[src/rtl/core/ihex_pkg.sv]
// ----------------------------------------------------------------------------
// ihex_pkg: shared types and constants for the Intel HEX record loader
// Parser phase codes, result kinds, character and record-type constants.
// ----------------------------------------------------------------------------
package ihex_pkg;

    // Parser phase, one-hot
    typedef enum logic [7:0] {
        PH_COLON   = 8'b0000_0001,
        PH_COUNT   = 8'b0000_0010,
        PH_ADDR_HI = 8'b0000_0100,
        PH_ADDR_LO = 8'b0000_1000,
        PH_TYPE    = 8'b0001_0000,
        PH_DATA    = 8'b0010_0000,
        PH_SKIP    = 8'b0100_0000,
        PH_HALT    = 8'b1000_0000
    } phase_t;

    // Result kinds
    localparam logic [1:0] KIND_WRITE = 2'd0;
    localparam logic [1:0] KIND_END   = 2'd1;
    localparam logic [1:0] KIND_ERROR = 2'd2;

    // Characters
    localparam logic [7:0] CHAR_COLON = 8'h3A;
    localparam logic [7:0] CHAR_LF    = 8'h0A;
    localparam logic [7:0] CHAR_0     = 8'h30;
    localparam logic [7:0] CHAR_9     = 8'h39;
    localparam logic [7:0] CHAR_A     = 8'h41;
    localparam logic [7:0] CHAR_F     = 8'h46;

    // Record types
    localparam logic [7:0] REC_DATA = 8'h00;
    localparam logic [7:0] REC_EOF  = 8'h01;

    // Parser state
    typedef struct packed {
        phase_t      phase;
        logic [3:0]  high_nibble;
        logic        second_digit;
        logic [7:0]  bytes_left;
        logic [15:0] cur_address;
    } parse_state_t;

    // One result of a character
    typedef struct packed {
        logic        valid;
        logic [1:0]  kind;
        logic [15:0] address;
        logic [7:0]  data;
    } parse_result_t;

endpackage

[src/rtl/core/ihex_decoder.sv]
// ----------------------------------------------------------------------------
// ihex_decoder: per-character next-state and result logic
// Pure combinational step of the record parser for one input character.
// ----------------------------------------------------------------------------
module ihex_decoder
    import ihex_pkg::*;
(
    input  parse_state_t  cur,
    input  logic [7:0]    char_in,
    output parse_state_t  nxt,
    output parse_result_t res
);

    logic       is_hex;
    logic [3:0] nibble;
    logic [7:0] byte_val;

    always_comb
    begin
        is_hex = 1'b0;
        nibble = 4'd0;
        if (char_in >= CHAR_0 && char_in <= CHAR_9)
        begin
            is_hex = 1'b1;
            nibble = char_in[3:0];
        end
        else if (char_in >= CHAR_A && char_in <= CHAR_F)
        begin
            is_hex = 1'b1;
            nibble = char_in[3:0] + 4'd9;   // 'A' low nibble is 1
        end
    end

    assign byte_val = {cur.high_nibble, nibble};

    always_comb
    begin
        nxt = cur;
        res = '0;
        unique case (cur.phase)
            PH_HALT:
            begin
            end
            PH_COLON:
            begin
                if (char_in != CHAR_COLON)
                begin
                    nxt.phase = PH_HALT;
                    res.valid = 1'b1;
                    res.kind  = KIND_ERROR;
                end
                else
                begin
                    nxt.phase        = PH_COUNT;
                    nxt.second_digit = 1'b0;
                end
            end
            PH_SKIP:
            begin
                if (char_in == CHAR_LF)
                    nxt.phase = PH_COLON;
            end
            default:
            begin
                if (!is_hex)
                begin
                    nxt.phase = PH_HALT;
                    res.valid = 1'b1;
                    res.kind  = KIND_ERROR;
                end
                else if (!cur.second_digit)
                begin
                    nxt.high_nibble  = nibble;
                    nxt.second_digit = 1'b1;
                end
                else
                begin
                    nxt.second_digit = 1'b0;
                    unique case (cur.phase)
                        PH_COUNT:
                        begin
                            nxt.bytes_left = byte_val;
                            nxt.phase      = PH_ADDR_HI;
                        end
                        PH_ADDR_HI:
                        begin
                            nxt.cur_address = {byte_val, 8'h00};
                            nxt.phase       = PH_ADDR_LO;
                        end
                        PH_ADDR_LO:
                        begin
                            nxt.cur_address = {cur.cur_address[15:8], byte_val};
                            nxt.phase       = PH_TYPE;
                        end
                        PH_TYPE:
                        begin
                            if (byte_val == REC_EOF)
                            begin
                                nxt.phase = PH_HALT;
                                res.valid = 1'b1;
                                res.kind  = KIND_END;
                            end
                            else if (byte_val == REC_DATA && cur.bytes_left != 8'd0)
                                nxt.phase = PH_DATA;
                            else
                                nxt.phase = PH_SKIP;
                        end
                        PH_DATA:
                        begin
                            nxt.cur_address = cur.cur_address + 16'd1;
                            nxt.bytes_left  = cur.bytes_left - 8'd1;
                            if (cur.bytes_left == 8'd1)
                                nxt.phase = PH_SKIP;
                            res.valid   = 1'b1;
                            res.kind    = KIND_WRITE;
                            res.address = cur.cur_address;
                            res.data    = byte_val;
                        end
                        default:
                        begin
                        end
                    endcase
                end
            end
        endcase
    end

endmodule

[src/rtl/core/intel_hex_record_loader.sv]
// ----------------------------------------------------------------------------
// intel_hex_record_loader: Intel HEX text to memory-write stream
// Parses records one character per transfer and emits writes, end, or error.
// ----------------------------------------------------------------------------
// Usage:
//   Input channel (in_valid/in_ready/char_in) carries one ASCII character of
//   the file per transfer. Output channel (out_valid/out_ready) carries at
//   most one result per character: kind 0 is a memory write (write_address,
//   write_data), kind 1 the end-of-file record, kind 2 a format error.
//   Address and data read zero for kinds other than a write.
//   Throughput: one character per cycle while no result waits on a low
//   out_ready. The parser step is a single pass of next-state logic from
//   the state register; it is the only loop. The output register takes a
//   result in the cycle after the character transfer that caused it.
//   Stall: while a result waits and out_ready is low, in_ready drops; in a
//   cycle where the result is taken a new character is accepted too.
//   Reset: rst_n clears the parser to wait for a colon and empties the
//   output register. After an end record or an error the parser halts and
//   swallows all further characters until reset.
// ----------------------------------------------------------------------------
module intel_hex_record_loader
    import ihex_pkg::*;
(
    input  logic        clk,
    input  logic        rst_n,
    input  logic        in_valid,
    output logic        in_ready,
    input  logic [7:0]  char_in,
    output logic        out_valid,
    input  logic        out_ready,
    output logic [1:0]  kind,
    output logic [15:0] write_address,
    output logic [7:0]  write_data
);

    parse_state_t  state_reg;
    parse_state_t  state_next;
    parse_result_t step_res;

    logic          out_valid_reg;
    logic [1:0]    kind_reg;
    logic [15:0]   address_reg;
    logic [7:0]    data_reg;
    logic          in_xfer;

    ihex_decoder u_decoder (
        .cur     (state_reg),
        .char_in (char_in),
        .nxt     (state_next),
        .res     (step_res)
    );

    // Output slot is free, or frees up this cycle
    assign in_ready = !out_valid_reg || out_ready;
    assign in_xfer  = in_valid && in_ready;

    // Parser state
    always_ff @(posedge clk or negedge rst_n)
    begin
        if (!rst_n)
        begin
            state_reg.phase        <= PH_COLON;
            state_reg.high_nibble  <= 4'd0;
            state_reg.second_digit <= 1'b0;
            state_reg.bytes_left   <= 8'd0;
            state_reg.cur_address  <= 16'd0;
        end
        else if (in_xfer)
        begin
            state_reg <= state_next;
        end
    end

    // Output valid
    always_ff @(posedge clk or negedge rst_n)
    begin
        if (!rst_n)
            out_valid_reg <= 1'b0;
        else if (in_xfer && step_res.valid)
            out_valid_reg <= 1'b1;
        else if (out_ready)
            out_valid_reg <= 1'b0;
    end

    // Output payload, no reset
    always_ff @(posedge clk)
    begin
        if (in_xfer && step_res.valid)
        begin
            kind_reg    <= step_res.kind;
            address_reg <= step_res.address;
            data_reg    <= step_res.data;
        end
    end

    assign out_valid     = out_valid_reg;
    assign kind          = kind_reg;
    assign write_address = address_reg;
    assign write_data    = data_reg;

endmodule
[config.mk]
export PLATFORM = sky130hd
export DESIGN_NAME = intel_hex_record_loader
export DESIGN_NICKNAME = d
export VERILOG_FILES = /design/src/rtl/core/ihex_pkg.sv /design/src/rtl/core/ihex_decoder.sv /design/src/rtl/core/intel_hex_record_loader.sv
export SDC_FILE = /design/constraint.sdc
export NUM_CORES = 1
export LEC_CHECK = 0
export BUFFER_PORTS_ARGS = -buffer_cell sky130_fd_sc_hd__buf_2
export CAP_MARGIN = 15
export CORE_ASPECT_RATIO = 0.75
export CORE_UTILIZATION = 50
export CTS_CLUSTER_DIAMETER = 40
export DETAILED_ROUTE_END_ITERATION = 16
export PLACE_DENSITY_LB_ADDON = 0.15
export SYNTH_ARGS = -nofsm -noshare
export SYNTH_HDL_FRONTEND = slang
export SYNTH_SLANG_ARGS = --single-unit
[constraint.sdc]
create_clock -name clk -period 4.1 [get_ports clk]
set_input_delay 0.82 -clock clk [delete_from_list [all_inputs] [get_ports clk]]
set_output_delay 0.82 -clock clk [all_outputs]
set_load 0.02 [all_outputs]
==> summary.md, run 1 <==
| Metric | Value |
|---|---|
| Wire per inst | `16.8 um` |
| Initial antenna violation count | `0` |
| Final Hold Viols | `0` |
| Clock skew | `0.00694 ns` |
| Area grow syn2layout | `13.0%` |
| Number of top-level pins | `40` |
| Full die area | `7940 um2` |
| Final min period | `3.28 ns` |
| Cell depth of the worst flop-to-flop path | `7` |
| Post-CTS setup buffer count | `0` |
| Fill count | `668` |
| CTS tree | `built` |
| CP startpoint kind | `input port` |
| R2R setup slack | `1.21 ns` |
| Clk_lat worst skew | `0.34 ns` |
| WP data arrival | `3.30 ns` |
| Clk buf depth | `2` |
| Leading area contributor after synthesis | `dfrtp_1` |
| Compound-Gate Fraction of Synth Area | `17.6%` |
| Syn_nets | `423` |
| First-pass GRT wire length | `15000 um` |
| Slew Viols, Final | `0` |
| Post-DP HPWL | `6330 um` |
| Final Cycle Share | `79.9%` |
| Remaining antenna violation count | `0` |
| Met1 usage | `38.8%` |
| Kind of critical path | `input port to register` |
| M2 GR Usage | `34.3%` |
| Async set or reset register ratio after synthesis | `59.4%` |
| Mux contribution to synthesized area | `2.87%` |
| Pin slew with the least headroom to its limit | `0.945 ns` |
| Routed wire length | `9020 um` |
| Adder-Cell Fraction of Synth Area | `2.64%` |
| Critical path's slowest cell | `or3b_1` |
| Largest family of logic cells by synthesized area | `simple AND/OR/NAND/NOR gates` |
| Max FFs per register | `37` |
| Syn avg cell area | `9.41 um2` |
| CP max stage delay | `0.41 ns` |
| Hold Path Class | `register to register` |
| Clock transition at the registers of the reported paths | `0.07 ns` |
| Routed vias | `3218` |
| DRC | `0` |
| GP Congestion | `0.902` |
| Endpoints failing setup | `0` |
| CP max FO | `21` |
| H-tree depth | `3` |
| Critical Path End Type | `register` |
| Leakage power | `1.80 nW` |
| Clock Sinks | `64` |
| Setup TNS | `0 ns` |
| Most used routing layer | `met1` |
| Synth area leaders | `dfrtp_1 24%, edfxtp_1 21%, nor2_1 4.0%` |
| WP data required | `4.13 ns` |
| Num CTS Buffers | `9` |
| Gr ovfl total | `0` |
| Synthesized flop and latch total | `64` |
| Nets | `452` |
| Outcome | `finished, final reports clean` |
| Ant. Diodes | `0` |
| Site Rows | `27` |
| Met3 Use GR | `6.67%` |
| Top-area cell type share of the netlist area | `24.4%` |
| Port Buf Inserts | `39` |
| Slew margin rel. | `36.5%` |
| Unrepaired setup endpoints after global routing | `false` |
| Vias/cell | `5.98` |
| Pwr dens | `406 nW/um2` |
| Reg2Reg Capture Point | `write_address[5]` |
| Max_cap viols | `0` |
| CTS-repair resized insts | `0` |
| Reg2Reg Launch Point | `state_reg[30]` |
| Starting density of the core | `51.7%` |
| Seq/Total Area, Yosys | `45.7%` |
| Drt initial violations | `283` |
| GR Util All Layers | `25.0%` |
| Synth Area in XOR/XNOR | `1.62%` |
| Root Driver | `clkbuf_8` |
| Largest net degree at the start of global routing | `39` |
| Die Width | `103 um` |
| Footprint of the multi-input gates | `1880 um2` |
| Layout cells sized above 1 | `17.8%` |
| FF+latch area | `1730 um2` |
| Distinct cells, synth | `64` |
| Finished Cell Area | `4290 um2` |
| Synth Area in Simple Gates | `24.8%` |
| YS warnings | `0` |
| Vias in the first global route | `2863` |
| # hold bufs at CTS | `0` |
| Placeable Area | `7330 um2` |
| Peak VDD IR | `0.000248 V` |
| DP Area | `4030 um2` |
| Drt pass-1 iters | `5` |
| Launch point of the worst path | `char_in[0]` |
| Post-Synthesis Cells | `403` |
| Synth Cell Area | `3790 um2` |
| Design Power | `1.74 mW` |
| Die Y | `77.4 um` |
| Post-synth EDFFs | `26` |
| CP Cell Sequence | `buf_2, inv_1, ha_1, or3b_1, and4_1, a22o_1, nor4_1, nand2_1, a21oi_2, buf_4` |
| Main synth FF type | `dfrtp_1` |
| Fmax | `0.305 GHz` |
| Worst Setup EP | `write_address[5]` |
==> stage by stage <==
step	hold slack, ns	cells	util [%]	setup WS, ns
2_1_floorplan	0.474	403	-	0.417
6_report	0.531	538	58.5	0.823
3_5_place_dp	0.514	522	55.0	0.487
5_1_grt	0.551	538	58.5	0.594
3_3_place_gp	0.506	522	55.0	0.683
4_1_cts	0.530	538	58.5	0.851
==> Yosys cell counts, drive strengths merged (3+ instances only) <==
master	count
nor4	8
inv	18
clkbuf	18
a21oi	25
nand2	22
o22ai	3
and2	19
nand2b	4
or3	3
a31oi	8
nor2	40
and4b	3
o21ai	27
dfrtp	37
nor3	21
a32oi	3
o22a	10
xor2	6
buf	7
nand3	9
a211oi	3
mux2	7
nand3b	3
mux2i	3
nand4b	6
nor2b	5
and3	7
edfxtp	26
ha	8
nand4	8
==> area by class of cell <==
cell class,count,share of cell area [%]
Tap cell,101,2.95
Sequential cell,64,40.4
Multi-Input combinational cell,296,43.9
Timing Repair Buffer,43,5.25
Inverter,18,1.58
Clock buffer,10,3.21
Clock inverter,6,2.69
==> power breakdown <==
group	leakage (nW)	switching, mW	internal, mW
Sequential	0.749	0.0311	0.731
Combinational	0.924	0.196	0.0972
Clock	0.123	0.260	0.423
Total	1.80	0.487	1.25
==> cells by family (layout without fill, tap and decap cells) <==
logic type / Yosys count / after routing
simple gates: 170 / 170
compound gates: 101 / 101
xor+xnor: 7 / 7
fa+ha+maj: 8 / 8
flops: 64 / 64
buf+inv: 43 / 77
mux: 10 / 10
==> how the worst min path moves through the flow <==
stage | start | to | depth (start not counted)
global placement | state_reg[22] | state_reg[22] | 1
floorplan | state_reg[15] | state_reg[15] | 1
CTS | state_reg[22] | state_reg[22] | 1
detailed placement | state_reg[22] | state_reg[22] | 1
finish | state_reg[13] | state_reg[13] | 1
global route | state_reg[22] | state_reg[22] | 1
==> layer usage <==
| metal | wire [um] | part of all wire (%) |
|---|---|---|
| met3 | 611 | 6.8 |
| met5 | 0 | 0 |
| met4 | 57 | 0.63 |
| met1 | 4500 | 50 |
| met2 | 3840 | 43 |
==> worst max-delay path: cells and delay by family <==
| kind | cells | cell delay [ns] |
|---|---|---|
| buffers and inverters | 3 | 0.52 |
| adders and majority gates | 1 | 0.21 |
| AOI/OAI and AO/OA | 2 | 0.50 |
| and+or+nand+nor | 4 | 1.24 |
==> layout by cell type (no fill, tap or decap), types with 5 or more instances in the layout <==
cell,synthesis,routed
inv_1,18,18
nand4_1,8,8
o22a_1,10,10
nand3_1,9,9
a21oi_1,23,22
xor2_1,6,6
nor3_1,20,20
nor4_1,8,8
mux2_2,7,7
ha_1,8,8
nor2b_1,5,5
o21ai_0,18,18
buf_2,4,39
nor2_1,40,40
clkbuf_8,0,10
a31oi_1,8,8
nand4b_1,6,6
dfrtp_1,37,37
o21ai_1,8,8
and3_1,7,7
edfxtp_1,26,26
nand2_1,22,22
and2_1,19,19
Note: power is estimated with default switching activity, not from simulation.
==> run 2, diff against run 1 <==
==> constraint.sdc (replaced) <==
create_clock -name clk -period 2.7 [get_ports clk]
set_input_delay 0.54 -clock clk [delete_from_list [all_inputs] [get_ports clk]]
set_output_delay 0.54 -clock clk [all_outputs]
set_load 0.02 [all_outputs]
==> summary.md, run 2 (synthesized netlist as in run 1, its figures left out) <==
| Metric | Value |
|---|---|
| CP Cell Sequence | `buf_2, inv_12, ha_4, or3b_1, and4_1, a22o_4, nor4_4, nand2_2, a21oi_4, buf_12` |
| Final setup margin | `0.204 ns` |
| Final min period | `2.50 ns` |
| Placed instance count | `561` |
| Slew margin rel. | `36.7%` |
| Die Width | `103 um` |
| Most common cell after layout, fill and taps aside | `buf_4` |
| Clock skew | `0.00711 ns` |
| Clk buf depth | `2` |
| Routed wire length | `9480 um` |
| Kind of critical path | `input port to register` |
| Routed vias | `3409` |
| Clock Sinks | `64` |
| GP Congestion | `0.930` |
| Cell depth of the worst flop-to-flop path | `8` |
| Die Y | `77.4 um` |
| Vias/cell | `5.91` |
| Sw Share | `29.4%` |
| Nets | `491` |
| WP data required | `2.75 ns` |
| Clock transition at the registers of the reported paths | `0.07 ns` |
| Unrepaired setup endpoints after global routing | `false` |
| Fmax | `0.401 GHz` |
| Clk pwr share | `35.7%` |
| Post-DP HPWL | `6830 um` |
| Remaining antenna violation count | `0` |
| Site Rows | `27` |
| Endpoints failing setup | `0` |
| Delay-heaviest family, CP | `simple AND/OR/NAND/NOR gates` |
| CTS tree | `built` |
| Internal power | `1.84 mW` |
| DRC | `0` |
| Clk_lat worst skew | `0.35 ns` |
| Max FFs per register | `37` |
| Finished Cell Area | `4660 um2` |
| Critical path's slowest cell | `or3b_1` |
| Final Cycle Share | `92.4%` |
| CP max stage delay | `0.38 ns` |
| Most frequent cells in the layout | `41 x buf_4, 40 x nor2_1, 39 x buf_2, 37 x dfrtp_1, 26 x edfxtp_1` |
| Outcome | `finished, final reports clean` |
| Vias in the first global route | `3228` |
| Number of top-level pins | `40` |
| Final Hold Viols | `0` |
| Initial antenna violation count | `0` |
| WP depth | `10` |
| Pwr dens | `559 nW/um2` |
| Leakage power | `1.99 nW` |
| Area grow syn2layout | `22.8%` |
| CP startpoint kind | `input port` |
| Post-CTS setup buffer count | `0` |
| Design Power | `2.61 mW` |
| DP Area | `4420 um2` |
| Drt pass-1 iters | `5` |
| Placeable Area | `7330 um2` |
| Comb pwr share | `20.2%` |
| Layout cells sized above 1 | `26.3%` |
| Max_cap viols | `0` |
| Port Buf Inserts | `39` |
| H-tree depth | `3` |
| Sequential share of power | `44.1%` |
| Critical Path End Type | `register` |
| Pin slew with the least headroom to its limit | `0.946 ns` |
| WP data arrival | `2.55 ns` |
| Drt initial violations | `240` |
| Psw | `0.766 mW` |
| Fin cells | `577` |
| Root Driver | `clkbuf_8` |
| Num CTS Buffers | `9` |
| Fill count | `583` |
| Worst slack at placement | `-0.258 ns` |
| Slew Viols, Final | `0` |
| Starting density of the core | `51.7%` |
| Ant. Diodes | `0` |
| CP max FO | `26` |
| Wire per inst | `16.4 um` |
| Peak VDD IR | `0.000238 V` |
| Full die area | `7940 um2` |
| CP bufs+invs | `3` |
| Largest net degree at the start of global routing | `39` |
| Gr ovfl total | `0` |
| Hold Path Class | `input port to async pin` |
| First-pass GRT wire length | `16000 um` |
| Hold slack | `0.292 ns` |
| GR Util All Layers | `26.5%` |
## run 2: power groups by stage
stage	sequential, mW	combinational [mW]	clock (mW)
floorplan	1.24	0.253	0
global placement	1.17	0.520	0
detailed placement	1.17	0.526	0
CTS	1.15	0.528	0.952
global route	1.16	0.576	0.994
finish	1.15	0.526	0.931
## run 2: area by class of cell
type	instances	area (um2)	area share [%]
Multi-Input combinational cell	296	1950	41.8
Timing Repair Buffer	82	543	11.7
Tap cell	101	126	2.71
Inverter	18	80.1	1.72
Clock inverter	7	104	2.23
Clock buffer	9	124	2.66
Sequential cell	64	1730	37.2
## run 2: timing repair
item,CTS,global route
endpoints found under the hold margin,0,0
hold buffers,0,0
gates resized for setup,0,1
endpoints found under the setup margin,0,26
## run 2: per-layer routing
layer	part of all wire (%)	GRT usage (%)	wire, um	vias to the layer above
li1	-	-	-	1633
met1	47	38.1	4490	1633
met2	44	38.1	4180	128
met3	7.1	8.02	672	15
met4	1.5	8.14	141	0
met5	0	0	0	-
## run 2: path summary, 6_finish.rpt
check	startpoint	endpoint	slack [ns]
max in group asynchronous	rst_n	state_reg[28]	1.84
worst min register to register	state_reg[22]	state_reg[22]	0.52
min in group clk	in_valid	out_valid	0.50
worst max-delay path	char_in[1]	write_address[8]	0.20
worst min-delay path	rst_n	state_reg[24]	0.29
worst max register to register	state_reg[29]	state_reg[1]	0.28
## run 2: metrics by stage
step,util [%],setup TNS (ns)
global route,63.5,0
CTS,63.4,0
floorplan,-,-6.20
global placement,60.3,-3.12
finish,63.5,0
detailed placement,60.3,-7.27
